--- config.mk ---
export PLATFORM = sky130hd
export DESIGN_NAME = sexpr_tokenizer_flat
export DESIGN_NICKNAME = d
export VERILOG_FILES = /design/src/rtl/sxt_pkg.sv /design/src/rtl/sxt_if.sv /design/src/rtl/sxt_token_fifo.sv /design/src/rtl/sxt_lexer_core.sv /design/src/rtl/sexpr_tokenizer.sv /design/src/flat_wrapper.sv
export SDC_FILE = /design/constraint.sdc
export NUM_CORES = 1
export LEC_CHECK = 0
export ABC_AREA = 1
export BUFFER_PORTS_ARGS = -buffer_cell sky130_fd_sc_hd__buf_4
export CORE_UTILIZATION = 50
export DETAILED_ROUTE_END_ITERATION = 10
export GPL_TIMING_DRIVEN = 0
export HOLD_SLACK_MARGIN = 0.02
export PLACE_DENSITY_LB_ADDON = 0.3
export SLEW_MARGIN = 30
export SYNTH_ARGS = -nofsm -noshare
export SYNTH_HDL_FRONTEND = slang
export SYNTH_HIERARCHICAL = 1
export SYNTH_SLANG_ARGS = --single-unit
--- constraint.sdc ---
create_clock -name clk -period 16.9 [get_ports clk]
set_input_delay 0 -clock clk [delete_from_list [all_inputs] [get_ports clk]]
set_output_delay 0 -clock clk [all_outputs]
set_load 0.01 [all_outputs]
--- src/rtl/sxt_pkg.sv ---
// Shared definitions for the S-expression tokenizer.
// Holds token kinds, register indexes, byte codes, byte classes and the
// queue control struct. Depends on nothing.
`timescale 1ns / 1ps
`default_nettype none

package sxt_pkg;

  // Token kinds as they appear on the token channel.
  localparam logic [2:0] KIND_LPAREN  = 3'd0;
  localparam logic [2:0] KIND_RPAREN  = 3'd1;
  localparam logic [2:0] KIND_QUOTE   = 3'd2;
  localparam logic [2:0] KIND_INTEGER = 3'd3;
  localparam logic [2:0] KIND_DECIMAL = 3'd4;
  localparam logic [2:0] KIND_SYMBOL  = 3'd5;
  localparam logic [2:0] KIND_ERROR   = 3'd6;

  // Configuration register indexes and port widths.
  localparam int unsigned CFG_INDEX_BITS = 8;
  localparam int unsigned CFG_DATA_BITS  = 16;
  localparam logic [CFG_INDEX_BITS-1:0] REG_START_LINE   = 8'd0;
  localparam logic [CFG_INDEX_BITS-1:0] REG_START_COLUMN = 8'd1;
  localparam logic [CFG_DATA_BITS-1:0]  START_LINE_RESET   = 16'd1;
  localparam logic [CFG_DATA_BITS-1:0]  START_COLUMN_RESET = 16'd0;

  // Token queue geometry.
  localparam int unsigned QUEUE_DEPTH = 4;
  localparam int unsigned QUEUE_PTR_BITS = 2;
  localparam int unsigned QUEUE_COUNT_BITS = 3;

  // Byte codes the lexer tests for.
  localparam logic [7:0] CHAR_BANG    = 8'h21;
  localparam logic [7:0] CHAR_TILDE   = 8'h7E;
  localparam logic [7:0] CHAR_SEMI    = 8'h3B;
  localparam logic [7:0] CHAR_DOT     = 8'h2E;
  localparam logic [7:0] CHAR_NEWLINE = 8'h0A;
  localparam logic [7:0] CHAR_SPACE   = 8'h20;
  localparam logic [7:0] CHAR_TAB     = 8'h09;
  localparam logic [7:0] CHAR_CR      = 8'h0D;
  localparam logic [7:0] CHAR_DQUOTE  = 8'h22;
  localparam logic [7:0] CHAR_LPAREN  = 8'h28;
  localparam logic [7:0] CHAR_RPAREN  = 8'h29;
  localparam logic [7:0] CHAR_QUOTE   = 8'h27;
  localparam logic [7:0] CHAR_PLUS    = 8'h2B;
  localparam logic [7:0] CHAR_MINUS   = 8'h2D;
  localparam logic [7:0] CHAR_ZERO    = 8'h30;
  localparam logic [7:0] CHAR_NINE    = 8'h39;

  // Which slots of the token queue are written in a cycle.
  typedef struct packed {
    logic first;
    logic second;
  } push_t;

  function automatic logic is_space(input logic [7:0] b);
    return (b == CHAR_SPACE) || ((b >= CHAR_TAB) && (b <= CHAR_CR));
  endfunction

  function automatic logic is_digit(input logic [7:0] b);
    return (b >= CHAR_ZERO) && (b <= CHAR_NINE);
  endfunction

  function automatic logic is_sign(input logic [7:0] b);
    return (b == CHAR_PLUS) || (b == CHAR_MINUS);
  endfunction

  function automatic logic is_symbolic(input logic [7:0] b);
    return (b >= CHAR_BANG) && (b <= CHAR_TILDE) && (b != CHAR_DQUOTE) &&
           (b != CHAR_LPAREN) && (b != CHAR_RPAREN) && (b != CHAR_QUOTE);
  endfunction

endpackage

`default_nettype wire

--- src/rtl/sxt_if.sv ---
// Channel interfaces of the S-expression tokenizer: text bytes in,
// register writes in, tokens out. Depends on sxt_pkg.
`timescale 1ns / 1ps
`default_nettype none

// Text byte channel.
interface sxt_byte_if;
  logic       valid;
  logic       ready;
  logic [7:0] text_byte;
  logic       end_of_text;

  modport source (output valid, output text_byte, output end_of_text, input ready);
  modport sink   (input valid, input text_byte, input end_of_text, output ready);
endinterface

// Register write channel.
interface sxt_cfg_if;
  logic                               valid;
  logic                               ready;
  logic [sxt_pkg::CFG_INDEX_BITS-1:0] reg_index;
  logic [sxt_pkg::CFG_DATA_BITS-1:0]  reg_data;

  modport source (output valid, output reg_index, output reg_data, input ready);
  modport sink   (input valid, input reg_index, input reg_data, output ready);
endinterface

// Token channel.
interface sxt_token_if #(
  parameter int unsigned LINE_BITS   = 16,
  parameter int unsigned COLUMN_BITS = 16,
  parameter int unsigned OFFSET_BITS = 24
);
  logic                   valid;
  logic                   ready;
  logic [2:0]             token_kind;
  logic [LINE_BITS-1:0]   token_line;
  logic [COLUMN_BITS-1:0] token_column;
  logic [OFFSET_BITS-1:0] token_offset;
  logic [OFFSET_BITS-1:0] token_length;
  logic                   run_last;

  modport source (
    output valid, output token_kind, output token_line, output token_column,
    output token_offset, output token_length, output run_last, input ready
  );
  modport sink (
    input valid, input token_kind, input token_line, input token_column,
    input token_offset, input token_length, input run_last, output ready
  );
endinterface

`default_nettype wire

--- src/rtl/sxt_token_fifo.sv ---
// Four-entry token queue that takes up to two tokens a cycle and gives one.
// Depends on sxt_pkg.
`timescale 1ns / 1ps
`default_nettype none

module sxt_token_fifo #(
  parameter int unsigned WIDTH = 84
) (
  input  wire logic              clk,
  input  wire logic              rst,
  input  wire sxt_pkg::push_t    push,
  input  wire logic [WIDTH-1:0]  din0,
  input  wire logic [WIDTH-1:0]  din1,
  output logic                   room,
  output logic                   out_valid,
  input  wire logic              out_ready,
  output logic [WIDTH-1:0]       dout
);

  logic [WIDTH-1:0] entries [sxt_pkg::QUEUE_DEPTH];
  logic [sxt_pkg::QUEUE_PTR_BITS-1:0]   wr_ptr;
  logic [sxt_pkg::QUEUE_PTR_BITS-1:0]   rd_ptr;
  logic [sxt_pkg::QUEUE_COUNT_BITS-1:0] count;
  logic [sxt_pkg::QUEUE_COUNT_BITS-1:0] count_next;
  logic [sxt_pkg::QUEUE_PTR_BITS-1:0]   wr_ptr_next;
  logic pop;

  // Room for a full two-token request whatever the consumer does.
  assign room      = count <= sxt_pkg::QUEUE_COUNT_BITS'(sxt_pkg::QUEUE_DEPTH - 2);
  assign out_valid = count != '0;
  assign dout      = entries[rd_ptr];
  assign pop       = out_valid && out_ready;

  always_comb begin
    count_next  = count + sxt_pkg::QUEUE_COUNT_BITS'(push.first)
                        + sxt_pkg::QUEUE_COUNT_BITS'(push.second)
                        - sxt_pkg::QUEUE_COUNT_BITS'(pop);
    wr_ptr_next = wr_ptr + sxt_pkg::QUEUE_PTR_BITS'(push.first)
                         + sxt_pkg::QUEUE_PTR_BITS'(push.second);
  end

  // Pointers and fill level.
  always_ff @(posedge clk) begin
    if (rst) begin
      wr_ptr <= '0;
      rd_ptr <= '0;
      count  <= '0;
    end else begin
      wr_ptr <= wr_ptr_next;
      count  <= count_next;
      if (pop) begin
        rd_ptr <= rd_ptr + 1'b1;
      end
    end
  end

  // Token storage; the second slot is only written together with the first.
  always_ff @(posedge clk) begin
    if (push.first) begin
      entries[wr_ptr] <= din0;
    end
    if (push.second) begin
      entries[wr_ptr + 1'b1] <= din1;
    end
  end

endmodule

`default_nettype wire

--- src/rtl/sxt_lexer_core.sv ---
// Lexer core: input byte register, scan state, position counters and the
// per-byte token decision. Depends on sxt_pkg and sxt_if.
`timescale 1ns / 1ps
`default_nettype none

module sxt_lexer_core #(
  parameter int unsigned LINE_BITS   = 16,
  parameter int unsigned COLUMN_BITS = 16,
  parameter int unsigned OFFSET_BITS = 24
) (
  input  wire logic            clk,
  input  wire logic            rst,
  sxt_byte_if.sink             text_in,
  sxt_cfg_if.sink              cfg,
  input  wire logic            room,
  output sxt_pkg::push_t       push,
  output logic [LINE_BITS+COLUMN_BITS+2*OFFSET_BITS+3:0] token0,
  output logic [LINE_BITS+COLUMN_BITS+2*OFFSET_BITS+3:0] token1
);

  // Scan modes.
  localparam logic [2:0] MODE_BETWEEN = 3'd0;
  localparam logic [2:0] MODE_COMMENT = 3'd1;
  localparam logic [2:0] MODE_SIGN    = 3'd2;
  localparam logic [2:0] MODE_INT     = 3'd3;
  localparam logic [2:0] MODE_FRAC    = 3'd4;
  localparam logic [2:0] MODE_SYMBOL  = 3'd5;
  localparam logic [2:0] MODE_ERROR   = 3'd6;

  localparam int unsigned LINE_WIDE = (LINE_BITS > 16) ? LINE_BITS : 16;
  localparam int unsigned COL_WIDE  = (COLUMN_BITS > 16) ? COLUMN_BITS : 16;

  // Configuration registers.
  logic [sxt_pkg::CFG_DATA_BITS-1:0] start_line;
  logic [sxt_pkg::CFG_DATA_BITS-1:0] start_column;

  // Input register.
  logic       full;
  logic [7:0] byte_q;
  logic       last_q;
  logic       fire;

  // Scan state.
  logic [2:0]             mode;
  logic                   fresh;
  logic [LINE_BITS-1:0]   cursor_line;
  logic [COLUMN_BITS-1:0] cursor_column;
  logic [OFFSET_BITS-1:0] cursor_offset;
  logic [LINE_BITS-1:0]   pending_line;
  logic [COLUMN_BITS-1:0] pending_column;
  logic [OFFSET_BITS-1:0] pending_offset;
  logic [OFFSET_BITS-1:0] pending_length;

  logic [2:0]             mode_next;
  logic [LINE_BITS-1:0]   cursor_line_next;
  logic [COLUMN_BITS-1:0] cursor_column_next;
  logic [OFFSET_BITS-1:0] cursor_offset_next;
  logic [LINE_BITS-1:0]   pending_line_next;
  logic [COLUMN_BITS-1:0] pending_column_next;
  logic [OFFSET_BITS-1:0] pending_offset_next;
  logic [OFFSET_BITS-1:0] pending_length_next;

  // Decision signals.
  logic [LINE_WIDE-1:0]   line_ext;
  logic [LINE_WIDE-1:0]   line_max;
  logic [COL_WIDE-1:0]    col_ext;
  logic [COL_WIDE-1:0]    col_max;
  logic [LINE_BITS-1:0]   cur_line;
  logic [COLUMN_BITS-1:0] cur_col;
  logic [OFFSET_BITS-1:0] cur_off;
  logic [2:0]             mode_start;
  logic [2:0]             mode_mid;
  logic                   pend_emit;
  logic [2:0]             pend_kind;
  logic                   len_inc;
  logic                   go_between;
  logic                   imm_emit;
  logic [2:0]             imm_kind;
  logic                   begin_tok;
  logic                   flush_emit;
  logic [2:0]             flush_kind;
  logic [LINE_BITS+COLUMN_BITS+2*OFFSET_BITS+3:0] tok_a;
  logic [LINE_BITS+COLUMN_BITS+2*OFFSET_BITS+3:0] tok_b;
  logic [LINE_BITS+COLUMN_BITS+2*OFFSET_BITS+3:0] tok_c;

  // Register writes are always taken.
  assign cfg.ready = 1'b1;

  always_ff @(posedge clk) begin
    if (rst) begin
      start_line   <= sxt_pkg::START_LINE_RESET;
      start_column <= sxt_pkg::START_COLUMN_RESET;
    end else if (cfg.valid) begin
      case (cfg.reg_index)
        sxt_pkg::REG_START_LINE:   start_line   <= cfg.reg_data;
        sxt_pkg::REG_START_COLUMN: start_column <= cfg.reg_data;
        default: ;
      endcase
    end
  end

  // Input register: a byte is processed once the queue has room for two tokens.
  assign fire          = full && room;
  assign text_in.ready = !full || room;

  always_ff @(posedge clk) begin
    if (rst) begin
      full <= 1'b0;
    end else if (text_in.valid && text_in.ready) begin
      full <= 1'b1;
    end else if (fire) begin
      full <= 1'b0;
    end
  end

  always_ff @(posedge clk) begin
    if (text_in.valid && text_in.ready) begin
      byte_q <= text_in.text_byte;
      last_q <= text_in.end_of_text;
    end
  end

  // Cursor for this byte: reloaded from the registers at the start of a text.
  always_comb begin
    line_ext   = LINE_WIDE'(start_line);
    line_max   = LINE_WIDE'({LINE_BITS{1'b1}});
    col_ext    = COL_WIDE'(start_column);
    col_max    = COL_WIDE'({COLUMN_BITS{1'b1}});
    cur_line   = fresh ? LINE_BITS'((line_ext > line_max) ? line_max : line_ext)
                       : cursor_line;
    cur_col    = fresh ? COLUMN_BITS'((col_ext > col_max) ? col_max : col_ext)
                       : cursor_column;
    cur_off    = fresh ? '0 : cursor_offset;
    mode_start = fresh ? MODE_BETWEEN : mode;
  end

  // Pending token: extend it, or close it and rescan the byte as a token start.
  always_comb begin
    pend_emit  = 1'b0;
    pend_kind  = sxt_pkg::KIND_SYMBOL;
    len_inc    = 1'b0;
    go_between = 1'b0;
    mode_mid   = mode_start;
    case (mode_start)
      MODE_SYMBOL: begin
        if (sxt_pkg::is_symbolic(byte_q)) begin
          len_inc = 1'b1;
        end else begin
          pend_emit  = 1'b1;
          go_between = 1'b1;
        end
      end
      MODE_SIGN: begin
        if (sxt_pkg::is_digit(byte_q)) begin
          len_inc  = 1'b1;
          mode_mid = MODE_INT;
        end else if (sxt_pkg::is_symbolic(byte_q)) begin
          len_inc  = 1'b1;
          mode_mid = MODE_SYMBOL;
        end else begin
          pend_emit  = 1'b1;
          go_between = 1'b1;
        end
      end
      MODE_INT: begin
        if (sxt_pkg::is_digit(byte_q)) begin
          len_inc = 1'b1;
        end else if (byte_q == sxt_pkg::CHAR_DOT) begin
          len_inc  = 1'b1;
          mode_mid = MODE_FRAC;
        end else begin
          pend_emit  = 1'b1;
          pend_kind  = sxt_pkg::KIND_INTEGER;
          go_between = 1'b1;
        end
      end
      MODE_FRAC: begin
        if (sxt_pkg::is_digit(byte_q)) begin
          len_inc = 1'b1;
        end else begin
          pend_emit  = 1'b1;
          pend_kind  = sxt_pkg::KIND_DECIMAL;
          go_between = 1'b1;
        end
      end
      MODE_COMMENT: begin
        if (byte_q == sxt_pkg::CHAR_NEWLINE) begin
          mode_mid = MODE_BETWEEN;
        end
      end
      MODE_ERROR: begin
        mode_mid = MODE_ERROR;
      end
      default: begin
        go_between = 1'b1;
      end
    endcase

    // Token start decision.
    imm_emit  = 1'b0;
    imm_kind  = sxt_pkg::KIND_ERROR;
    begin_tok = 1'b0;
    if (go_between) begin
      mode_mid = MODE_BETWEEN;
      if (sxt_pkg::is_space(byte_q)) begin
        mode_mid = MODE_BETWEEN;
      end else if (byte_q == sxt_pkg::CHAR_SEMI) begin
        mode_mid = MODE_COMMENT;
      end else if (byte_q == sxt_pkg::CHAR_LPAREN) begin
        imm_emit = 1'b1;
        imm_kind = sxt_pkg::KIND_LPAREN;
      end else if (byte_q == sxt_pkg::CHAR_RPAREN) begin
        imm_emit = 1'b1;
        imm_kind = sxt_pkg::KIND_RPAREN;
      end else if (byte_q == sxt_pkg::CHAR_QUOTE) begin
        imm_emit = 1'b1;
        imm_kind = sxt_pkg::KIND_QUOTE;
      end else if (sxt_pkg::is_digit(byte_q)) begin
        begin_tok = 1'b1;
        mode_mid  = MODE_INT;
      end else if (sxt_pkg::is_sign(byte_q)) begin
        begin_tok = 1'b1;
        mode_mid  = MODE_SIGN;
      end else if (sxt_pkg::is_symbolic(byte_q)) begin
        begin_tok = 1'b1;
        mode_mid  = MODE_SYMBOL;
      end else begin
        imm_emit = 1'b1;
        mode_mid = MODE_ERROR;
      end
    end
  end

  // Pending token after this byte, and the flush at the end of a text.
  always_comb begin
    if (begin_tok) begin
      pending_line_next   = cur_line;
      pending_column_next = cur_col;
      pending_offset_next = cur_off;
      pending_length_next = OFFSET_BITS'(1);
    end else begin
      pending_line_next   = pending_line;
      pending_column_next = pending_column;
      pending_offset_next = pending_offset;
      pending_length_next = (len_inc && !(&pending_length)) ? pending_length + 1'b1
                                                            : pending_length;
    end

    flush_emit = 1'b0;
    flush_kind = sxt_pkg::KIND_SYMBOL;
    if (last_q) begin
      case (mode_mid)
        MODE_SIGN, MODE_SYMBOL: flush_emit = 1'b1;
        MODE_INT: begin
          flush_emit = 1'b1;
          flush_kind = sxt_pkg::KIND_INTEGER;
        end
        MODE_FRAC: begin
          flush_emit = 1'b1;
          flush_kind = sxt_pkg::KIND_DECIMAL;
        end
        default: ;
      endcase
    end
    mode_next = last_q ? MODE_BETWEEN : mode_mid;
  end

  // Cursor advance: a newline starts a new line at column zero.
  always_comb begin
    if (byte_q == sxt_pkg::CHAR_NEWLINE) begin
      cursor_column_next = '0;
      cursor_line_next   = (&cur_line) ? cur_line : cur_line + 1'b1;
    end else begin
      cursor_column_next = (&cur_col) ? cur_col : cur_col + 1'b1;
      cursor_line_next   = cur_line;
    end
    cursor_offset_next = (&cur_off) ? cur_off : cur_off + 1'b1;
  end

  // Token candidates in emission order, then packed into the two slots.
  always_comb begin
    tok_a = {pend_kind, pending_line, pending_column, pending_offset, pending_length, 1'b0};
    tok_b = {imm_kind, cur_line, cur_col, cur_off,
             (imm_kind == sxt_pkg::KIND_ERROR) ? OFFSET_BITS'(0) : OFFSET_BITS'(1), 1'b0};
    tok_c = {flush_kind, pending_line_next, pending_column_next, pending_offset_next,
             pending_length_next, 1'b0};

    if (pend_emit) begin
      token0 = tok_a;
    end else if (imm_emit) begin
      token0 = tok_b;
    end else begin
      token0 = tok_c;
    end
    token1 = imm_emit ? tok_b : tok_c;

    push.first  = fire && (pend_emit || imm_emit || flush_emit);
    push.second = fire && pend_emit && (imm_emit || flush_emit);
    token0[0]   = !(pend_emit && (imm_emit || flush_emit));
    token1[0]   = 1'b1;
  end

  // Scan state update, one byte per cycle while a byte is held and the queue has room.
  always_ff @(posedge clk) begin
    if (rst) begin
      mode           <= MODE_BETWEEN;
      fresh          <= 1'b1;
      cursor_line    <= '0;
      cursor_column  <= '0;
      cursor_offset  <= '0;
      pending_line   <= '0;
      pending_column <= '0;
      pending_offset <= '0;
      pending_length <= '0;
    end else if (fire) begin
      mode           <= mode_next;
      fresh          <= last_q;
      cursor_line    <= cursor_line_next;
      cursor_column  <= cursor_column_next;
      cursor_offset  <= cursor_offset_next;
      pending_line   <= pending_line_next;
      pending_column <= pending_column_next;
      pending_offset <= pending_offset_next;
      pending_length <= pending_length_next;
    end
  end

endmodule

`default_nettype wire

--- src/rtl/sexpr_tokenizer.sv ---
// Top level of the S-expression tokenizer: lexer core and token queue.
// Depends on sxt_pkg, sxt_if, sxt_lexer_core and sxt_token_fifo.
`timescale 1ns / 1ps
`default_nettype none

// The tokenizer takes one byte of source text per cycle on text_in, while its
// token queue has room, and gives parenthesis, quote, integer, decimal, symbol
// and error tokens on tokens, each with its kind, the line and column of its
// first byte, its byte offset in the text and its length. A byte is taken into
// an input register, decided from that register once the queue has room, and
// its tokens are written into a four-entry queue whose head is shown on tokens.
// A byte yields at most two tokens; the queue takes both at once, and a byte is
// decided only when the queue has room for two, so the block sustains one byte
// per cycle as long as the consumer takes one token per cycle and bytes with
// two tokens do not fill the queue. The start line and column registers are
// loaded into the cursor on the first byte of each text; write them only while
// no byte is in flight.
module sexpr_tokenizer #(
  parameter int unsigned LINE_BITS   = 16,
  parameter int unsigned COLUMN_BITS = 16,
  parameter int unsigned OFFSET_BITS = 24
) (
  input wire logic    clk,
  input wire logic    rst,
  sxt_byte_if.sink    text_in,
  sxt_cfg_if.sink     cfg,
  sxt_token_if.source tokens
);

  localparam int unsigned TOKEN_BITS = LINE_BITS + COLUMN_BITS + 2 * OFFSET_BITS + 4;

  sxt_pkg::push_t        push;
  logic                  room;
  logic [TOKEN_BITS-1:0] token0;
  logic [TOKEN_BITS-1:0] token1;
  logic [TOKEN_BITS-1:0] head;

  // Per-byte decision and position tracking.
  sxt_lexer_core #(
    .LINE_BITS   (LINE_BITS),
    .COLUMN_BITS (COLUMN_BITS),
    .OFFSET_BITS (OFFSET_BITS)
  ) u_core (
    .clk     (clk),
    .rst     (rst),
    .text_in (text_in),
    .cfg     (cfg),
    .room    (room),
    .push    (push),
    .token0  (token0),
    .token1  (token1)
  );

  // Output queue between the decision and the consumer.
  sxt_token_fifo #(
    .WIDTH (TOKEN_BITS)
  ) u_queue (
    .clk       (clk),
    .rst       (rst),
    .push      (push),
    .din0      (token0),
    .din1      (token1),
    .room      (room),
    .out_valid (tokens.valid),
    .out_ready (tokens.ready),
    .dout      (head)
  );

  // Unpack the head token onto the channel.
  assign {tokens.token_kind, tokens.token_line, tokens.token_column, tokens.token_offset,
          tokens.token_length, tokens.run_last} = head;

endmodule

`default_nettype wire
--- src/flat_wrapper.sv ---
// flat-port wrapper written by rule: the top's interface ports become plain ports
module sexpr_tokenizer_flat 
#(
  parameter int unsigned LINE_BITS   = 16,
  parameter int unsigned COLUMN_BITS = 16,
  parameter int unsigned OFFSET_BITS = 24
)
  (clk, rst, text_in_valid, text_in_text_byte, text_in_end_of_text, text_in_ready, cfg_valid, cfg_reg_index, cfg_reg_data, cfg_ready, tokens_valid, tokens_token_kind, tokens_token_line, tokens_token_column, tokens_token_offset, tokens_token_length, tokens_run_last, tokens_ready);
  sxt_byte_if text_in_i ();
  sxt_cfg_if cfg_i ();
  sxt_token_if #(.LINE_BITS(LINE_BITS), .COLUMN_BITS(COLUMN_BITS), .OFFSET_BITS(OFFSET_BITS)) tokens_i ();
  input wire logic clk;
  input wire logic rst;
  input wire logic [$bits(text_in_i.valid)-1:0] text_in_valid;
  input wire logic [$bits(text_in_i.text_byte)-1:0] text_in_text_byte;
  input wire logic [$bits(text_in_i.end_of_text)-1:0] text_in_end_of_text;
  output wire logic [$bits(text_in_i.ready)-1:0] text_in_ready;
  input wire logic [$bits(cfg_i.valid)-1:0] cfg_valid;
  input wire logic [$bits(cfg_i.reg_index)-1:0] cfg_reg_index;
  input wire logic [$bits(cfg_i.reg_data)-1:0] cfg_reg_data;
  output wire logic [$bits(cfg_i.ready)-1:0] cfg_ready;
  output wire logic [$bits(tokens_i.valid)-1:0] tokens_valid;
  output wire logic [$bits(tokens_i.token_kind)-1:0] tokens_token_kind;
  output wire logic [$bits(tokens_i.token_line)-1:0] tokens_token_line;
  output wire logic [$bits(tokens_i.token_column)-1:0] tokens_token_column;
  output wire logic [$bits(tokens_i.token_offset)-1:0] tokens_token_offset;
  output wire logic [$bits(tokens_i.token_length)-1:0] tokens_token_length;
  output wire logic [$bits(tokens_i.run_last)-1:0] tokens_run_last;
  input wire logic [$bits(tokens_i.ready)-1:0] tokens_ready;
  assign text_in_i.valid = text_in_valid;
  assign text_in_i.text_byte = text_in_text_byte;
  assign text_in_i.end_of_text = text_in_end_of_text;
  assign text_in_ready = text_in_i.ready;
  assign cfg_i.valid = cfg_valid;
  assign cfg_i.reg_index = cfg_reg_index;
  assign cfg_i.reg_data = cfg_reg_data;
  assign cfg_ready = cfg_i.ready;
  assign tokens_valid = tokens_i.valid;
  assign tokens_token_kind = tokens_i.token_kind;
  assign tokens_token_line = tokens_i.token_line;
  assign tokens_token_column = tokens_i.token_column;
  assign tokens_token_offset = tokens_i.token_offset;
  assign tokens_token_length = tokens_i.token_length;
  assign tokens_run_last = tokens_i.run_last;
  assign tokens_i.ready = tokens_ready;
  sexpr_tokenizer #(.LINE_BITS(LINE_BITS), .COLUMN_BITS(COLUMN_BITS), .OFFSET_BITS(OFFSET_BITS)) u_core (.clk(clk), .rst(rst), .text_in(text_in_i), .cfg(cfg_i), .tokens(tokens_i));
endmodule
# Word level (Yosys, flattened, before mapping)
# Memories as Yosys holds them, arrays and structs flattened. A register that Yosys moved wholly into a read port is not among the register bits.
# Cells that the tools add are included.
[op_classes] n_eq_ne=25 reduce_logical=35 magnitude_cmp=9 n_addsub=11 muxes=86
[op_table] operator="84-bit 2-to-1 mux" n=2
[op_table] operator="16-bit 2-to-1 mux" n=10
[op_table] operator="24-bit 2-to-1 mux" n=5
[op_table] operator="3-bit 2-to-1 mux" n=24
[op_table] operator="8-bit by 6-bit equality test with 1-bit output (second input constant)" n=8
[op_table] operator="24-bit by 1-bit adder with 24-bit output (second input constant)" n=2
[op_table] operator="24-bit AND reduction" n=2
[op_table] operator="1-bit 2-to-1 mux" n=36
[op_table] operator="16-bit by 1-bit adder with 16-bit output (second input constant)" n=2
[op_table] operator="16-bit > comparator (second input constant)" n=2
[op_table] operator="8-bit by 6-bit != test with 1-bit output (second input constant)" n=4
[op_table] operator="16-bit AND reduction" n=2
[op_table] operator="3-bit equality test (second input constant)" n=6
[op_table] operator="8-bit by 6-bit >= comparator with 1-bit output (second input constant)" n=2
[op_table] operator="1-bit logical AND" n=15
[op_table] operator="3-bit by 2-bit equality test with 1-bit output (second input constant)" n=4
[op_table] operator="3-bit case mux with 2 select lines" n=2
[op_table] operator="3-bit case mux with 4 select lines" n=1
[op_table] operator="8-bit by 1-bit equality test with 1-bit output (second input constant)" n=1
[op_table] operator="8-bit by 4-bit equality test with 1-bit output (second input constant)" n=1
[op_table] operator="8-bit by 4-bit >= comparator with 1-bit output (second input constant)" n=1
[op_table] operator="8-bit by 4-bit less-or-equal comparator with 1-bit output (second input constant)" n=1
[op_table] operator="8-bit by 6-bit less-or-equal comparator with 1-bit output (second input constant)" n=1
[op_table] operator="8-bit by 7-bit less-or-equal comparator with 1-bit output (second input constant)" n=1
[op_table] operator="other kinds (17)" n=31
[totals] elab_cells=184 input_bits=38 ramBits=336 regBits=189 out_inout_bits=87 memories=1
[mem_list] name="u_core.u_queue.entries" depth=4 width=84 read_ports=1 rd_ports_with_merged_regs=1 write_ports=2 line_no="sxt_token_fifo.sv:20" text="logic [WIDTH-1:0] entries [sxt_pkg::QUEUE_DEPTH];"

# Depth between registers and ports, before layout
[logic_depth] word_depth=24 ltp_mapped=25 mapped_depth_nobuf=24

# By module
# Netlist, hierarchy kept.
[modules_own_cells] mod="sxt_token_fifo" n_inst=1 seq_area_each_um2=10269.8 cells_each=1698 area_each_um2=16432.0
[modules_own_cells] mod="sxt_lexer_core" n_inst=1 seq_area_each_um2=3733.6 cells_each=2071 area_each_um2=12515.8

# Worst setup path after synthesis
# No wires, ideal clock.
[synth_timing] kind="register to register" start="register u_core.u_core.byte_q[2]" end="memory u_core.u_queue.entries[3][0], enable pin" setup_time_ps=650 arrival_time_ps=8089 required_time_ps=16250 path_buffers=0 path_slack_ps=8161 synth_period_minus_slack_ps=8739 stages_incl_launch_ff=16 path_cell_list="edfxtp_1 > nand2_2 > nor2_1 > a21oi_2 > nand3_4 > o21ai_2 > nand2_1 > nor2_1 > nand2_1 > nand2_1 > nand3_1 > nand4_1 > nand2_1 > inv_1 > inv_1 > o31ai_1"
[synth_lines] element="start: declaration" line_no="sxt_lexer_core.sv:39" text="logic [7:0] byte_q;"
[synth_lines] element="start signal: assignment" line_no="sxt_lexer_core.sv:118" text="byte_q <= text_in.text_byte;"
[synth_lines] element="end: declaration" line_no="sxt_token_fifo.sv:20"

==> results_dict.tcl <==
set metrics [dict create \
    grt_pass1_wl_mm 144 \
    peakVddDrop_uv 94.2 \
    cts_buffers 56 \
    dp_cells 4675 \
    yosysTopAreaCell "edfxtp_1" \
    synthTopCellsByCount "nand2_1, o21ai_0, nor2_1" \
    fillers 5116 \
    cp-end-kind "register" \
    cts-resized-gates 0 \
    startpoint "u_core/u_core/byte_q[2]$_DFFE_PP_" \
    grt.total_usage_pct 31.3 \
    criticalPathCategory "reg2reg" \
    cp.arrival_ps 5790 \
    critPathSlowestCell "nor2_1" \
    start_util_pct 50.9 \
    critPathMostFrequentCell "nand2_1" \
    grt_max_degree 33 \
    critical_path_depth 20 \
    dieWidth_um 243 \
    critical-path-max-stage-delay_ps 600 \
    period_minus_slack_ps 5460 \
    syn-cell-area_sq_mm 0.0289 \
    cts_tree "done" \
    grt-ovfl-total 0 \
    die_h_um 243 \
    multi_input_area_sq_mm 0.0124 \
    yosys_warnings 6 \
    rsz0062_at_grt "false" \
    fin_skew_ps 23.5 \
    drc 0 \
    cts_buffer_depth 3 \
    period_share_pct 32.3 \
    worstMarginPinSlew_ps 1040 \
    synth_edf_count 345 \
    hold_violations 0 \
    final_cells 4815 \
    vias_per_cell 5.70 \
    synth-seq-cells 527 \
    antenna_found_initial 1 \
    crit_required_ps 17230 \
    grt_pass1_vias 25600 \
    drt_iter0_markers 3381 \
    hp-class "in2reg" \
    wl_mm 93.6 \
    crit_path_start_kind "register" \
    clock.fmax_mhz 183 \
    critical-path-top-delay-family "simple AND/OR/NAND/NOR gates" \
    ys_top_cells_by_area "edfxtp_1, dfxtp_1, nand2_1" \
    hp-start "cfg_reg_index[0]" \
    drv_slew 0 \
    path_clk_slew_ps 60 \
    drt_first_pass_iters 6 \
    slew_headroom_pct 29.7 \
    synth.distinct_cells 51 \
    leakagePower_uw 0.0131 \
    drtAntennaViolNets 0 \
    ff_latch_area_sq_mm 0.0140 \
    dieArea_sq_mm 0.0589 \
    worstPathCellList "nor2_4 > nand2_1 > nand3_1 > nand2_1 > o21ai_2 > nand2_1 > nor2_1 > nand2_1 > nand2_1 > nand3_1 > nand3_1 > nand2_1 > nor2_1 > nand2_2 > clkbuf_1 > o31ai_4 > buf_6 > buf_6 > buf_8 > buf_6" \
    yosysMostFrequentCell "nand2_1" \
    crit_buf_inv 5 \
    wl_per_cell_um 19.4 \
    reg2reg_from "u_core/u_core/byte_q[2]$_DFFE_PP_" \
    synth.avg_cell_area_sq_um 7.68 \
    synth_top_area_share_pct 35.8 \
    async_flop_share_pct 0 \
    drive_gt1_share_pct 10.5 \
    htree_levels 2 \
    clock-sinks 527 \
    root_buffer "clkbuf_16" \
    syn_inst 3769 \
    fin_tns_setup_ps 0 \
    hold_path_depth 5 \
    setup_viol 0 \
    status "completed" \
    drv_cap 0 \
    power_density_mw_per_mm2 122 \
    clock_latency_ps 630 \
    dp_hpwl_mm 67.3 \
    power_uw 4070 \
    fp.coreArea_sq_mm 0.0568 \
    ys.flop_type "edfxtp_1" \
    syn2layout_area_growth_pct 15.5 \
    synth-seq-area-share_pct 48.4 \
    rows 87 \
    r2r_cells 20 \
    nNetsFinal 4058 \
    worst-path-max-fanout 12 \
    io_buffers 123 \
    num_io_pins 125 \
    gp_congestion 1.00 \
    vias 27400 \
]
==> timing repair <==
action                    CTS  global route
hold buffers               34             0
setup buffers               0             0
hold endpoints to repair   60             0
==> kinds of logic (layout without fill, tap and decap cells) <==
logic type | count (synthesis) | in the layout | synth area share (%)
xor gates and xnor gates | 51 | 51 | 1.54
AOI/OAI and AO/OA | 1097 | 1097 | 19.8
other | 1 | 3 | 0.0130
buffers and inverters | 626 | 914 | 9.02
DFF | 527 | 527 | 48.4
muxes | 3 | 3 | 0.104
and+or+nand+nor | 1455 | 1455 | 20.7
adders and majority gates | 9 | 9 | 0.467
==> layer usage <==
metal	GRT usage [%]	share of wire, %
met1	41.3	39
met3	6.02	11
met4	11.9	3.3
met2	50.8	47
met5	0	0
==> cells in the final DEF, fill, tap and decap left out, drive strengths merged, types with 5 or more instances in the layout <==
cell | netlist | layout
a21oi | 96 | 96
nor2 | 449 | 449
o21ai | 871 | 871
nor4 | 16 | 16
clkbuf | 135 | 211
dfxtp | 182 | 182
o31ai | 5 | 5
edfxtp | 345 | 345
clkinv | 3 | 24
buf | 111 | 260
nand3 | 65 | 65
dlygate4sd3 | 0 | 34
or2 | 14 | 14
nor3 | 30 | 30
inv | 377 | 380
o211ai | 18 | 18
a211oi | 16 | 16
o22ai | 85 | 85
nand2 | 834 | 834
ha | 6 | 6
bufinv | 0 | 5
xor2 | 48 | 48
nand4 | 37 | 37
nor3b | 6 | 6
==> sequential cells by signal, summed over array words and instances, names as in the netlist, named ones only <==
register / count
u_core/u_queue/entries: 336
u_core/u_core/cursor_offset: 24
u_core/u_core/pending_length: 24
u_core/u_core/pending_offset: 24
u_core/u_core/col_ext: 16
u_core/u_core/cursor_column: 16
u_core/u_core/cursor_line: 16
u_core/u_core/line_ext: 16
u_core/u_core/pending_column: 16
u_core/u_core/pending_line: 16
u_core/u_core/byte_q: 8
u_core/u_core/mode: 3
u_core/u_queue/count: 3
u_core/u_queue/rd_ptr: 2
u_core/u_queue/wr_ptr: 2
u_core/u_core/fresh: 1
u_core/u_core/full: 1
u_core/u_core/last_q: 1
==> worst register-to-register path, stage by stage, from the launching register on <==
cell,delay (ps)
edfxtp_1,490
nor2_4,200
nand2_1,100
nand3_1,80
nand2_1,160
o21ai_2,150
nand2_1,480
nor2_1,260
nand2_1,90
nand2_1,160
nand3_1,240
nand3_1,160
nand2_1,200
nor2_1,600
nand2_2,370
clkbuf_1,380
o31ai_4,260
buf_6,250
buf_6,170
buf_8,170
buf_6,190
==> through the flow <==
step	worst slack, ps	utilization (%)	instance area, sq um	hold slack (ps)
floorplan	8160	-	29000	71.4
global placement	1890	54.2	30800	178
detailed placement	11540	54.9	31200	180
CTS	11520	58.8	33400	32.6
global route	11160	58.8	33400	85.6
finish	11440	58.8	33400	69.4
==> power by group <==
part | switching [uW] | internal [uW] | total, uW | leakage [uW]
Sequential | 66.1 | 1520 | 1580 | 0.00465
Combinational | 819 | 411 | 1230 | 0.00751
Clock | 523 | 729 | 1250 | 0.000934
Total | 1410 | 2660 | 4070 | 0.0131
==> path summary, 6_finish.rpt <==
path / endpoint / slack [ps]
setup / recovery: u_core/u_queue/entries[1][43]$_DFFE_PP_ / 11440
hold / removal: u_core/u_core/line_ext[3]$_SDFFE_PP0P_ / 70
hold reg to reg: u_core/u_core/cursor_line[11]$_SDFFE_PP0P_ / 470
setup reg to reg: u_core/u_queue/entries[1][43]$_DFFE_PP_ / 11440
==> layout make-up <==
class | instances | share of cell area, %
Buffer | 246 | 3.55
Multi-Input combinational cell | 2617 | 37.1
Clock inverter | 29 | 0.827
Tap cell | 756 | 2.83
Sequential cell | 527 | 41.9
Clock buffer | 76 | 4.73
Timing Repair Buffer | 183 | 4.82
Antenna cell | 1 | 0.00749
Inverter | 380 | 4.27
Note: power is estimated with default switching activity, not from simulation.
